===== config.mk =====
export PLATFORM = sky130hd
export DESIGN_NAME = key_press_repeat_hold_classifier_top
export DESIGN_NICKNAME = d
export VERILOG_FILES = /design/src/rtl/core/kprh_pkg.sv /design/src/rtl/core/kprh_eval.sv /design/src/rtl/core/key_press_repeat_hold_classifier_top.sv
export SDC_FILE = /design/constraint.sdc
export NUM_CORES = 1
export LEC_CHECK = 0
export CAP_MARGIN = 10
export CORE_MARGIN = 2
export CORE_UTILIZATION = 55
export DETAILED_ROUTE_END_ITERATION = 10
export DONT_BUFFER_PORTS = 1
export PLACE_DENSITY_LB_ADDON = 0.05
export SLEW_MARGIN = 20
export SYNTH_ARGS = -nofsm -noshare
export SYNTH_HDL_FRONTEND = slang
export SYNTH_SLANG_ARGS = --single-unit

===== constraint.sdc =====
create_clock -name clk -period 14.3 [get_ports clk]
set_input_delay 0.715 -clock clk [delete_from_list [all_inputs] [get_ports clk]]
set_output_delay 0.715 -clock clk [all_outputs]
set_load 0.01 [all_outputs]

===== src/rtl/core/kprh_pkg.sv =====
// Shared types and constants for the keypad repeat/hold classifier.
`default_nettype none
package kprh_pkg;

  localparam int TIME_W  = 32;
  localparam int DELAY_W = 16;
  localparam int NUM_KEYS = 4;
  localparam int ADDR_W  = 4;
  localparam int DATA_W  = 32;

  localparam logic [1:0] KEY_UP     = 2'd0;
  localparam logic [1:0] KEY_SELECT = 2'd1;
  localparam logic [1:0] KEY_DOWN   = 2'd2;
  localparam logic [1:0] KEY_POWER  = 2'd3;

  localparam logic OP_EDGE = 1'b0;
  localparam logic OP_POLL = 1'b1;

  localparam logic [1:0] REG_FIRST_REPEAT = 2'd0;
  localparam logic [1:0] REG_FAST_REPEAT  = 2'd1;
  localparam logic [1:0] REG_HOLD         = 2'd2;

  localparam logic [DELAY_W-1:0] RESET_FIRST_REPEAT_MS = 16'd500;
  localparam logic [DELAY_W-1:0] RESET_FAST_REPEAT_MS  = 16'd300;
  localparam logic [DELAY_W-1:0] RESET_HOLD_MS         = 16'd500;

  typedef enum logic [2:0] {
    EV_NONE        = 3'd0,
    EV_COMBO       = 3'd1,
    EV_UP          = 3'd2,
    EV_DOWN        = 3'd3,
    EV_MENU_SHORT  = 3'd4,
    EV_MENU_HELD   = 3'd5,
    EV_POWER_SHORT = 3'd6,
    EV_POWER_HELD  = 3'd7
  } key_event_t;

  typedef struct packed {
    logic [DELAY_W-1:0] first_repeat_ms;
    logic [DELAY_W-1:0] fast_repeat_ms;
    logic [DELAY_W-1:0] hold_ms;
  } kprh_cfg_t;

  typedef struct packed {
    logic [NUM_KEYS-1:0][TIME_W-1:0] press_time;
    logic                            repeat_flag;
    logic [DELAY_W-1:0]              repeat_delay;
  } kprh_state_t;

endpackage
`default_nettype wire


===== src/rtl/core/kprh_eval.sv =====
// Combinational evaluation of one request against the key state.
`default_nettype none
module kprh_eval (
  input  wire logic                       opcode,
  input  wire logic [1:0]                 key_index,
  input  wire logic [kprh_pkg::TIME_W-1:0] now_ms,
  input  wire logic [3:0]                 key_levels,
  input  wire kprh_pkg::kprh_cfg_t        cfg,
  input  wire kprh_pkg::kprh_state_t      st,
  output kprh_pkg::kprh_state_t           st_nxt,
  output kprh_pkg::key_event_t            key_event
);
  import kprh_pkg::*;

  logic [NUM_KEYS-1:0][TIME_W-1:0] elapsed;
  logic [NUM_KEYS-1:0]             has_press;
  logic                            done;
  logic                            lv_up, lv_menu, lv_down, lv_power;

  assign lv_up    = key_levels[KEY_UP];
  assign lv_menu  = key_levels[KEY_SELECT];
  assign lv_down  = key_levels[KEY_DOWN];
  assign lv_power = key_levels[KEY_POWER];

  always_comb begin
    for (int k = 0; k < NUM_KEYS; k++) begin
      elapsed[k]   = now_ms - st.press_time[k];
      has_press[k] = (st.press_time[k] != '0);
    end
  end

  always_comb begin
    st_nxt    = st;
    key_event = EV_NONE;
    done      = 1'b0;
    if (opcode == OP_EDGE) begin
      st_nxt.press_time[key_index] = now_ms;
    end else if (lv_up && lv_down) begin
      key_event = EV_COMBO;
    end else begin
      // up: repeat or release
      if (lv_up) begin
        if (has_press[KEY_UP] &&
            elapsed[KEY_UP] > {{(TIME_W-DELAY_W){1'b0}}, st_nxt.repeat_delay}) begin
          st_nxt.repeat_flag = 1'b1;
          st_nxt.press_time[KEY_UP] = st.press_time[KEY_UP] +
            {{(TIME_W-DELAY_W){1'b0}}, st_nxt.repeat_delay};
          st_nxt.repeat_delay = cfg.fast_repeat_ms;
          key_event = EV_UP;
          done = 1'b1;
        end
      end else if (has_press[KEY_UP]) begin
        st_nxt.press_time[KEY_UP] = '0;
        if (!st_nxt.repeat_flag) begin
          key_event = EV_UP;
          done = 1'b1;
        end else begin
          st_nxt.repeat_flag  = 1'b0;
          st_nxt.repeat_delay = cfg.first_repeat_ms;
        end
      end
      // down: repeat or release
      if (!done) begin
        if (lv_down) begin
          if (has_press[KEY_DOWN] &&
              elapsed[KEY_DOWN] > {{(TIME_W-DELAY_W){1'b0}}, st_nxt.repeat_delay}) begin
            st_nxt.repeat_flag = 1'b1;
            st_nxt.press_time[KEY_DOWN] = st.press_time[KEY_DOWN] +
              {{(TIME_W-DELAY_W){1'b0}}, st_nxt.repeat_delay};
            st_nxt.repeat_delay = cfg.fast_repeat_ms;
            key_event = EV_DOWN;
            done = 1'b1;
          end
        end else if (has_press[KEY_DOWN]) begin
          st_nxt.press_time[KEY_DOWN] = '0;
          if (!st_nxt.repeat_flag) begin
            key_event = EV_DOWN;
            done = 1'b1;
          end else begin
            st_nxt.repeat_flag  = 1'b0;
            st_nxt.repeat_delay = cfg.first_repeat_ms;
          end
        end
      end
      // menu: release, then hold
      if (!done && !lv_menu && has_press[KEY_SELECT]) begin
        st_nxt.press_time[KEY_SELECT] = '0;
        if (!st_nxt.repeat_flag) begin
          key_event = EV_MENU_SHORT;
          done = 1'b1;
        end else begin
          st_nxt.repeat_flag  = 1'b0;
          st_nxt.repeat_delay = cfg.first_repeat_ms;
        end
      end
      if (!done && !st_nxt.repeat_flag && lv_menu && has_press[KEY_SELECT] &&
          elapsed[KEY_SELECT] > {{(TIME_W-DELAY_W){1'b0}}, cfg.hold_ms}) begin
        st_nxt.repeat_flag = 1'b1;
        key_event = EV_MENU_HELD;
        done = 1'b1;
      end
      // power: release, then hold
      if (!done && !lv_power && has_press[KEY_POWER]) begin
        st_nxt.press_time[KEY_POWER] = '0;
        if (!st_nxt.repeat_flag) begin
          key_event = EV_POWER_SHORT;
          done = 1'b1;
        end else begin
          st_nxt.repeat_flag  = 1'b0;
          st_nxt.repeat_delay = cfg.first_repeat_ms;
        end
      end
      if (!done && !st_nxt.repeat_flag && lv_power && has_press[KEY_POWER] &&
          elapsed[KEY_POWER] > {{(TIME_W-DELAY_W){1'b0}}, cfg.hold_ms}) begin
        st_nxt.repeat_flag = 1'b1;
        key_event = EV_POWER_HELD;
      end
    end
  end

endmodule
`default_nettype wire


===== src/rtl/core/key_press_repeat_hold_classifier_top.sv =====
// Top level of the keypad repeat/hold classifier with its register port.
`default_nettype none
// Four-key handler (up, menu, down, power). Edge requests (opcode 0) record the
// press time of one key and return event 0; poll requests (opcode 1) return one
// event in fixed priority: combo, up, down, menu short, menu held, power short,
// power held. One request is taken every cycle unless the output stalls; each
// request passes an input register and is evaluated against the key state; on
// advancing it updates the key state and loads the result register. The
// result register and the input register let a new request enter while a
// result waits. Registers: 0x0 first repeat delay, 0x4 fast repeat interval,
// 0x8 hold time, each 16 bits in ms; write them only while the block is idle.
module key_press_repeat_hold_classifier_top (
  input  wire logic                          clk,
  input  wire logic                          rst_n,
  input  wire logic                          in_valid,
  output logic                               in_ready,
  input  wire logic                          in_opcode,
  input  wire logic [1:0]                    in_key_index,
  input  wire logic [kprh_pkg::TIME_W-1:0]   in_now_ms,
  input  wire logic [3:0]                    in_key_levels,
  output logic                               out_valid,
  input  wire logic                          out_ready,
  output logic [2:0]                         out_key_event,
  input  wire logic                          psel,
  input  wire logic                          penable,
  input  wire logic                          pwrite,
  input  wire logic [kprh_pkg::ADDR_W-1:0]   paddr,
  input  wire logic [kprh_pkg::DATA_W-1:0]   pwdata,
  output logic [kprh_pkg::DATA_W-1:0]        prdata,
  output logic                               pready
);
  import kprh_pkg::*;

  kprh_cfg_t   cfg_r;
  kprh_state_t st_r;
  kprh_state_t st_nxt;
  key_event_t  ev_nxt;

  logic              in_valid_r;
  logic              opcode_r;
  logic [1:0]        key_index_r;
  logic [TIME_W-1:0] now_ms_r;
  logic [3:0]        key_levels_r;
  logic              out_valid_r;
  logic [2:0]        out_key_event_r;
  logic              advance;
  logic              cfg_wr;

  assign advance   = in_valid_r && (!out_valid_r || out_ready);
  assign in_ready  = !in_valid_r || advance;
  assign out_valid = out_valid_r;
  assign out_key_event = out_key_event_r;
  assign pready    = 1'b1;
  assign cfg_wr    = psel && penable && pwrite;

  always_comb begin
    case (paddr[3:2])
      REG_FIRST_REPEAT: prdata = {{(DATA_W-DELAY_W){1'b0}}, cfg_r.first_repeat_ms};
      REG_FAST_REPEAT:  prdata = {{(DATA_W-DELAY_W){1'b0}}, cfg_r.fast_repeat_ms};
      REG_HOLD:         prdata = {{(DATA_W-DELAY_W){1'b0}}, cfg_r.hold_ms};
      default:          prdata = '0;
    endcase
  end

  always_ff @(posedge clk) begin
    if (!rst_n) begin
      cfg_r.first_repeat_ms <= RESET_FIRST_REPEAT_MS;
      cfg_r.fast_repeat_ms  <= RESET_FAST_REPEAT_MS;
      cfg_r.hold_ms         <= RESET_HOLD_MS;
    end else if (cfg_wr) begin
      case (paddr[3:2])
        REG_FIRST_REPEAT: cfg_r.first_repeat_ms <= pwdata[DELAY_W-1:0];
        REG_FAST_REPEAT:  cfg_r.fast_repeat_ms  <= pwdata[DELAY_W-1:0];
        REG_HOLD:         cfg_r.hold_ms         <= pwdata[DELAY_W-1:0];
        default: ;
      endcase
    end
  end

  kprh_eval u_eval (
    .opcode     (opcode_r),
    .key_index  (key_index_r),
    .now_ms     (now_ms_r),
    .key_levels (key_levels_r),
    .cfg        (cfg_r),
    .st         (st_r),
    .st_nxt     (st_nxt),
    .key_event  (ev_nxt)
  );

  always_ff @(posedge clk) begin
    if (!rst_n) begin
      in_valid_r      <= 1'b0;
      out_valid_r     <= 1'b0;
      st_r.press_time <= '0;
      st_r.repeat_flag <= 1'b0;
      st_r.repeat_delay <= RESET_FIRST_REPEAT_MS;
    end else begin
      if (in_ready) begin
        in_valid_r <= in_valid;
      end
      if (advance) begin
        out_valid_r <= 1'b1;
        st_r        <= st_nxt;
      end else if (out_ready) begin
        out_valid_r <= 1'b0;
      end
    end
  end

  always_ff @(posedge clk) begin
    if (in_valid && in_ready) begin
      opcode_r     <= in_opcode;
      key_index_r  <= in_key_index;
      now_ms_r     <= in_now_ms;
      key_levels_r <= in_key_levels;
    end
    if (advance) begin
      out_key_event_r <= ev_nxt;
    end
  end

`ifndef NO_ASSERTIONS
  a_reset_empty: assert property (@(posedge clk)
    !rst_n |=> !in_valid_r && !out_valid_r)
    else $error("pipeline not empty after reset");

  a_state_hold: assert property (@(posedge clk) disable iff (!rst_n)
    !advance |=> $stable(st_r))
    else $error("key state changed without a request");

  a_edge_none: assert property (@(posedge clk) disable iff (!rst_n)
    advance && opcode_r == OP_EDGE |=> out_key_event_r == EV_NONE)
    else $error("edge request produced an event");

  a_combo_keeps: assert property (@(posedge clk) disable iff (!rst_n)
    advance && opcode_r == OP_POLL && key_levels_r[KEY_UP] && key_levels_r[KEY_DOWN]
      |=> $stable(st_r) && out_key_event_r == EV_COMBO)
    else $error("combo altered state or missed");
`endif

endmodule
`default_nettype wire

# Yosys cells after proc, flatten, opt, wreduce, memory -nomap -nowiden
# Cells that the tools add are included.
# totals
latchBits,0
n_memories,0
register_bits,237
ramBits,0
elab_cells,167
mem_bits_ro,0
# classes
order_cmp,6
n_shift,0
n_reduce_logical,47
addsub,6
n_div,0
bitwise_logic,2
multipliers,0
mux,79
n_eq_ne,10
# ops
operator,n
$mux W49,5
$mux W32,7
$mux W17,12
$mux W145,1
$bwmux W128,1
$gt A32 B16 Y1,4
$mux W128,1
$reduce_bool A32 Y1,4
$sub A32 B32 Y32,4
$add A32 B16 Y32,2
$demux W32 S2,1
$mux W16,4
$pmux W16 S3,1
$mux W3,13
$mux W1,31
$logic_and A1 B1 Y1,20
$logic_not A1 Y1,10
$reduce_and A3 Y1,3
$ne A3 B1 Y1 const B,2
$ne A3 B2 Y1 const B,2
$reduce_and A2 Y1,3
$reduce_and A5 Y1,1
$mux W2,2
$ne A2 B1 Y1 const B,2
11 further kinds,14

# Depth between registers and ports, before layout
# depth
ltp_word,42
ltp_mapped,45
mapped_depth_nobuf,40

# Hierarchy
# From an unflattened synthesis, not the netlist that was laid out.
# hier_totals
cells_unflattened,3215
area_unflattened_um2,23660.2
# modules_own_cells
mod,area_per_inst_um2,n_inst,cells_per_inst,seq_area_each_um2
kprh_eval,14636.5,1,2245,0.0
key_press_repeat_hold_classifier_top,9023.7,1,970,5165.0

# Worst setup path before layout
# OpenSTA, ideal clock, no wires.
# synth_path
path_type,register to register
start,register now_ms_r[1]
end,register st_r[130] (netlist name)
path_stages_with_launch,42
setup_slack_ps,5803
period_less_slack_ps,8497
setup_time_ps,71
path_buffers,3
required_time_ps,14229
t_arrival_ps,8426
cell_sequence,edfxtp_1 > ha_1 > nor2b_1 > o2111ai_1 > nand2_1 > nand3_1 > and2_1 > o21a_1 > o21bai_1 > a21oi_1 > o21bai_1 > a21oi_1 > xnor2_1 > ha_1 > nand4_1 > nor4_1 > nand4_1 > nor3b_1 > (+6 left out) > clkbuf_1 > o221a_2 > inv_1 > ha_1 > nand4_1 > nor4_1 > nand3_1 > a21oi_1 > o21ai_0 > a2111o_1 > nor4_1 > nand4_1 > a2111o_1 > and2_1 > o211a_1 > o311ai_4 > buf_6 > o2bb2ai_2
# synth_between
elab_chain_cells,33
# synth_rtl
item,line_no,text
"start, declared",key_press_repeat_hold_classifier_top.sv:42,logic [TIME_W-1:0] now_ms_r;
"start signal, assigned",key_press_repeat_hold_classifier_top.sv:115,now_ms_r <= in_now_ms;
$sub A32 B32 Y32,kprh_eval.sv:27,elapsed[k] = now_ms - st.press_time[k];
$gt A32 B16 Y1,kprh_eval.sv:44,"elapsed[KEY_UP] > {{(TIME_W-DELAY_W){1'b0}}, st_nxt.repeat_delay}) begin"
$logic_and A1 B1 Y1,kprh_eval.sv:43,if (has_press[KEY_UP] &&
$mux W49,kprh_eval.sv:43,
$mux W49,kprh_eval.sv:42,if (lv_up) begin
$mux W49,kprh_eval.sv:38,end else if (lv_up && lv_down) begin
$mux W49,kprh_eval.sv:36,if (opcode == OP_EDGE) begin
$gt A32 B16 Y1,kprh_eval.sv:66,"elapsed[KEY_DOWN] > {{(TIME_W-DELAY_W){1'b0}}, st_nxt.repeat_delay}) begin"
(+13 left out),n/a,
$logic_and A1 B1 Y1 (4 in series),kprh_eval.sv:96,if (!done && !st_nxt.repeat_flag && lv_menu && has_press[KEY_SELECT] &&
$mux W1 (*),kprh_eval.sv:96,
$mux W1 (*),kprh_eval.sv:38,
$mux W1 (*),kprh_eval.sv:36,
$logic_not A1 Y1 (*),kprh_eval.sv:103,if (!done && !lv_power && has_press[KEY_POWER]) begin
$logic_and A1 B1 Y1 (*) (2 in series),kprh_eval.sv:103,
$ne A2 B1 Y1 (no line) (*),n/a,
$reduce_and A3 Y1 (no line) (*),n/a,
"end signal, assigned",key_press_repeat_hold_classifier_top.sv:104,st_r <= st_nxt;
"end, declared",key_press_repeat_hold_classifier_top.sv:35,kprh_state_t st_r;
# Mark *: on every way between the ends. The rest lies on a longest branch, timed or not. The select of a mux whose other input is x is not followed.
# A chain may end at the register's enable or synchronous reset.

# Final worst setup path
# layout_path
start,register now_ms_r[1]
end,register st_r[8] (netlist name)
# layout_between
elab_chain_cells,34
# layout_rtl
item,line_no
$sub A32 B32 Y32,kprh_eval.sv:27
$gt A32 B16 Y1,kprh_eval.sv:44
$logic_and A1 B1 Y1,kprh_eval.sv:43
$mux W49,kprh_eval.sv:43
$mux W49,kprh_eval.sv:42
$mux W49,kprh_eval.sv:38
$mux W49,kprh_eval.sv:36
$gt A32 B16 Y1,kprh_eval.sv:66
(+17 left out),n/a
$mux W1,kprh_eval.sv:96
$mux W1,kprh_eval.sv:38
$mux W1,kprh_eval.sv:36
$logic_not A1 Y1,kprh_eval.sv:103
$logic_and A1 B1 Y1 (2 in series),kprh_eval.sv:103
$mux W17 (*),kprh_eval.sv:103
$mux W17 (*),kprh_eval.sv:38
$mux W17 (*),kprh_eval.sv:36
# Marked as above.

==> flow_summary.json <==
{
  "cp_slowest_cell": "a31o_1",
  "ir_drop_uv": 114,
  "cpPeakStageDelay_ns": 0.98,
  "clk_path_buf_depth": 3,
  "fin_ws_ns": 2.23,
  "grt_use_met3": 0.0625,
  "initial_core_util": 0.559,
  "yosys_register_bits": 237,
  "synthFlopType": "dfxtp_1",
  "busiest_layer": "met2",
  "cts_resized": 0,
  "finalSetupTns_ns": 0,
  "via_per_inst": 6.53,
  "clk_latency_ns": 0.60,
  "synth.distinct_cells": 91,
  "clkTransAtPathRegs_ns": 0.06,
  "cp_max_fo": 26,
  "fin_crit_sh": 0.844,
  "power_mw": 2.20,
  "io_buffers": 0,
  "grtUsageMet1": 0.497,
  "core.rowCount": 71,
  "first_global_vias": 19200,
  "drive_gt1_frac": 0.0542,
  "numCtsBuffers": 29,
  "syn-cell-area_um2": 21100,
  "rrSetupSlack_ns": 2.23,
  "synth_warnings": 0,
  "ctsHtreeMaxLevel": 1,
  "relSlewSlack": 0.233,
  "antenna_found_initial": 0,
  "startpoint_type": "register",
  "finalSetupViolations": 0,
  "synthArstFlopShare": 0,
  "critical_path_class": "reg2reg",
  "grtUsageMet2": 0.558,
  "dp_slack_ns": 2.51,
  "dieWidth_um": 200,
  "grt_overflow": 0,
  "drv_slew": 0,
  "area_growth_pct": 6.61,
  "ctsHoldBuffers": 0,
  "instances_no_fill": 3205,
  "grt_start_max_net_pins": 67,
  "cts-root-buf": "clkbuf_16",
  "grt_use_total": 0.358,
  "die_h_um": 200,
  "nets": 2977,
  "num_vias": 20900,
  "antenna_cells": 0,
  "die_area_um2": 39900,
  "power_density_nw_per_um2": 97.8,
  "fmax_ghz": 0.0829,
  "endpoint_kind": "register",
  "finalHoldViolCount": 0,
  "post-dp-hpwl_um": 57000,
  "post_cts_buffers": 0,
  "rsz0062_at_grt": "false",
  "placed_cells": 3151,
  "synthCells": 2717,
  "final_area_um2": 22500,
  "status": "complete, no violations",
  "wl_um": 73000,
  "core_area_um2": 37800,
  "cp.arrival_ns": 12.50,
  "leakage_nw": 8.58,
  "finalWeightedCongestion": 1.00,
  "fin_worst_skew_ns": 0.0267,
  "clock-sinks": 237,
  "path_common_cell": "nand4_1",
  "post_drt_wl_per_cell_um": 22.8,
  "cts_tree": "yes",
  "drt_first_pass_iters": 6,
  "required_ns": 14.73,
  "ioPinCount": 120,
  "ys_seq_area_frac": 0.245,
  "min_period_ns": 12.07,
  "hp-class": "in2reg",
  "postRouteAntennaNets": 0,
  "synth.avg_cell_area_um2": 7.76,
  "max_cap_violations": 0,
  "synth-edff-count": 42,
  "place_area_um2": 21500,
  "grt_pass1_wl_um": 111000,
  "drc": 0,
  "worst_slew_pin_slew_ns": 1.14,
  "drt_iter0_drc": 2104
}
==> report_power, final <==
group,total (mW),internal [mW],switching [mW],leakage (nW)
clock,0.768,0.453,0.315,0.472
sequential,0.734,0.704,0.0301,1.99
combinational,0.699,0.258,0.440,6.12
total,2.20,1.41,0.786,8.58
==> state kept, by name (all words and copies together), names as in the netlist, 2 cells and up <==
name	flops
now_ms_r	32
key_index_r	2
out_key_event	3
st_r	145
key_levels_r	4
cfg_r	48
==> cells in the final DEF (no fill, tap or decap), types with 46 or more instances in the layout <==
cell type  instances
nand2_1          250
a21oi_1          241
inv_1            239
ha_1             218
dfxtp_1          195
o21ai_0          174
nor2_1           141
nand3_1           76
xnor2_1           74
nor3_1            63
a22o_1            53
a21o_1            52
nand4_1           49
nor4_1            47
nand2b_1          46
==> final cells by class <==
type,instances,area [um^2]
Clock buffer,41,821
Clock inverter,13,154
Fill cell,3486,15300
Inverter,240,901
Multi-Input combinational cell,2123,14500
Sequential cell,237,5160
Tap cell,511,639
Timing Repair Buffer,40,300
==> synth_stat cells, drive strengths merged, types with 53 or more instances <==
| cell type | number | area share |
|---|---|---|
| a22o | 53 | 0.022 |
| dfxtp | 195 | 0.19 |
| a21oi | 243 | 0.058 |
| o21ai | 179 | 0.043 |
| clkbuf | 96 | 0.017 |
| ha | 218 | 0.13 |
| nor3 | 63 | 0.015 |
| nor2 | 142 | 0.025 |
| inv | 240 | 0.043 |
| nand2 | 250 | 0.044 |
| xnor2 | 74 | 0.031 |
| nand3 | 76 | 0.018 |
==> final timing paths <==
| path | from | endpoint | depth (start not counted) |
|---|---|---|---|
| hold reg to reg | cfg_r[3] | cfg_r[3] | 2 |
| setup / recovery | now_ms_r[1] | st_r[8] | 37 |
| hold / removal | in_key_levels[0] | key_levels_r[0] | 0 |
| setup reg to reg | now_ms_r[1] | st_r[8] | 37 |
==> critical path: cells and delay by family (launching register included) <==
family	cells	cell delay, ns
AO/OA/AOI/OAI	16	5.66
XOR/XNOR	1	0.09
adder cells (fa/ha/maj)	3	1.09
flip-flops	1	0.74
multiplexers	1	0.34
AND/OR/NAND/NOR	16	3.96
==> routing by layer <==
layer,vias up,part of all wire
met5,-,0
met4,0,0.038
met3,134,0.088
met2,880,0.43
met1,10000,0.44
li1,9924,-
==> cell families (layout without fill, tap and decap cells) <==
kind of cell | after synthesis | after routing | share of synthesized area
AOI/OAI and AO/OA | 896 | 896 | 0.287
and+or+nand+nor | 841 | 841 | 0.199
buffers and inverters | 372 | 334 | 0.0715
DFF | 237 | 237 | 0.245
adders and majority gates | 225 | 225 | 0.135
xor gates and xnor gates | 104 | 104 | 0.0432
muxes | 40 | 40 | 0.0192
other | 2 | 17 | 0.000356
==> stage by stage <==
stage / util / hold WS [ns]
after floorplan: - / 0.449
after detailed placement: 0.570 / 0.467
after global routing: 0.596 / 0.201
final: 0.596 / 0.216
after global placement: 0.570 / 0.463
after CTS: 0.595 / 0.202
(Power assumes the default switching activity.)
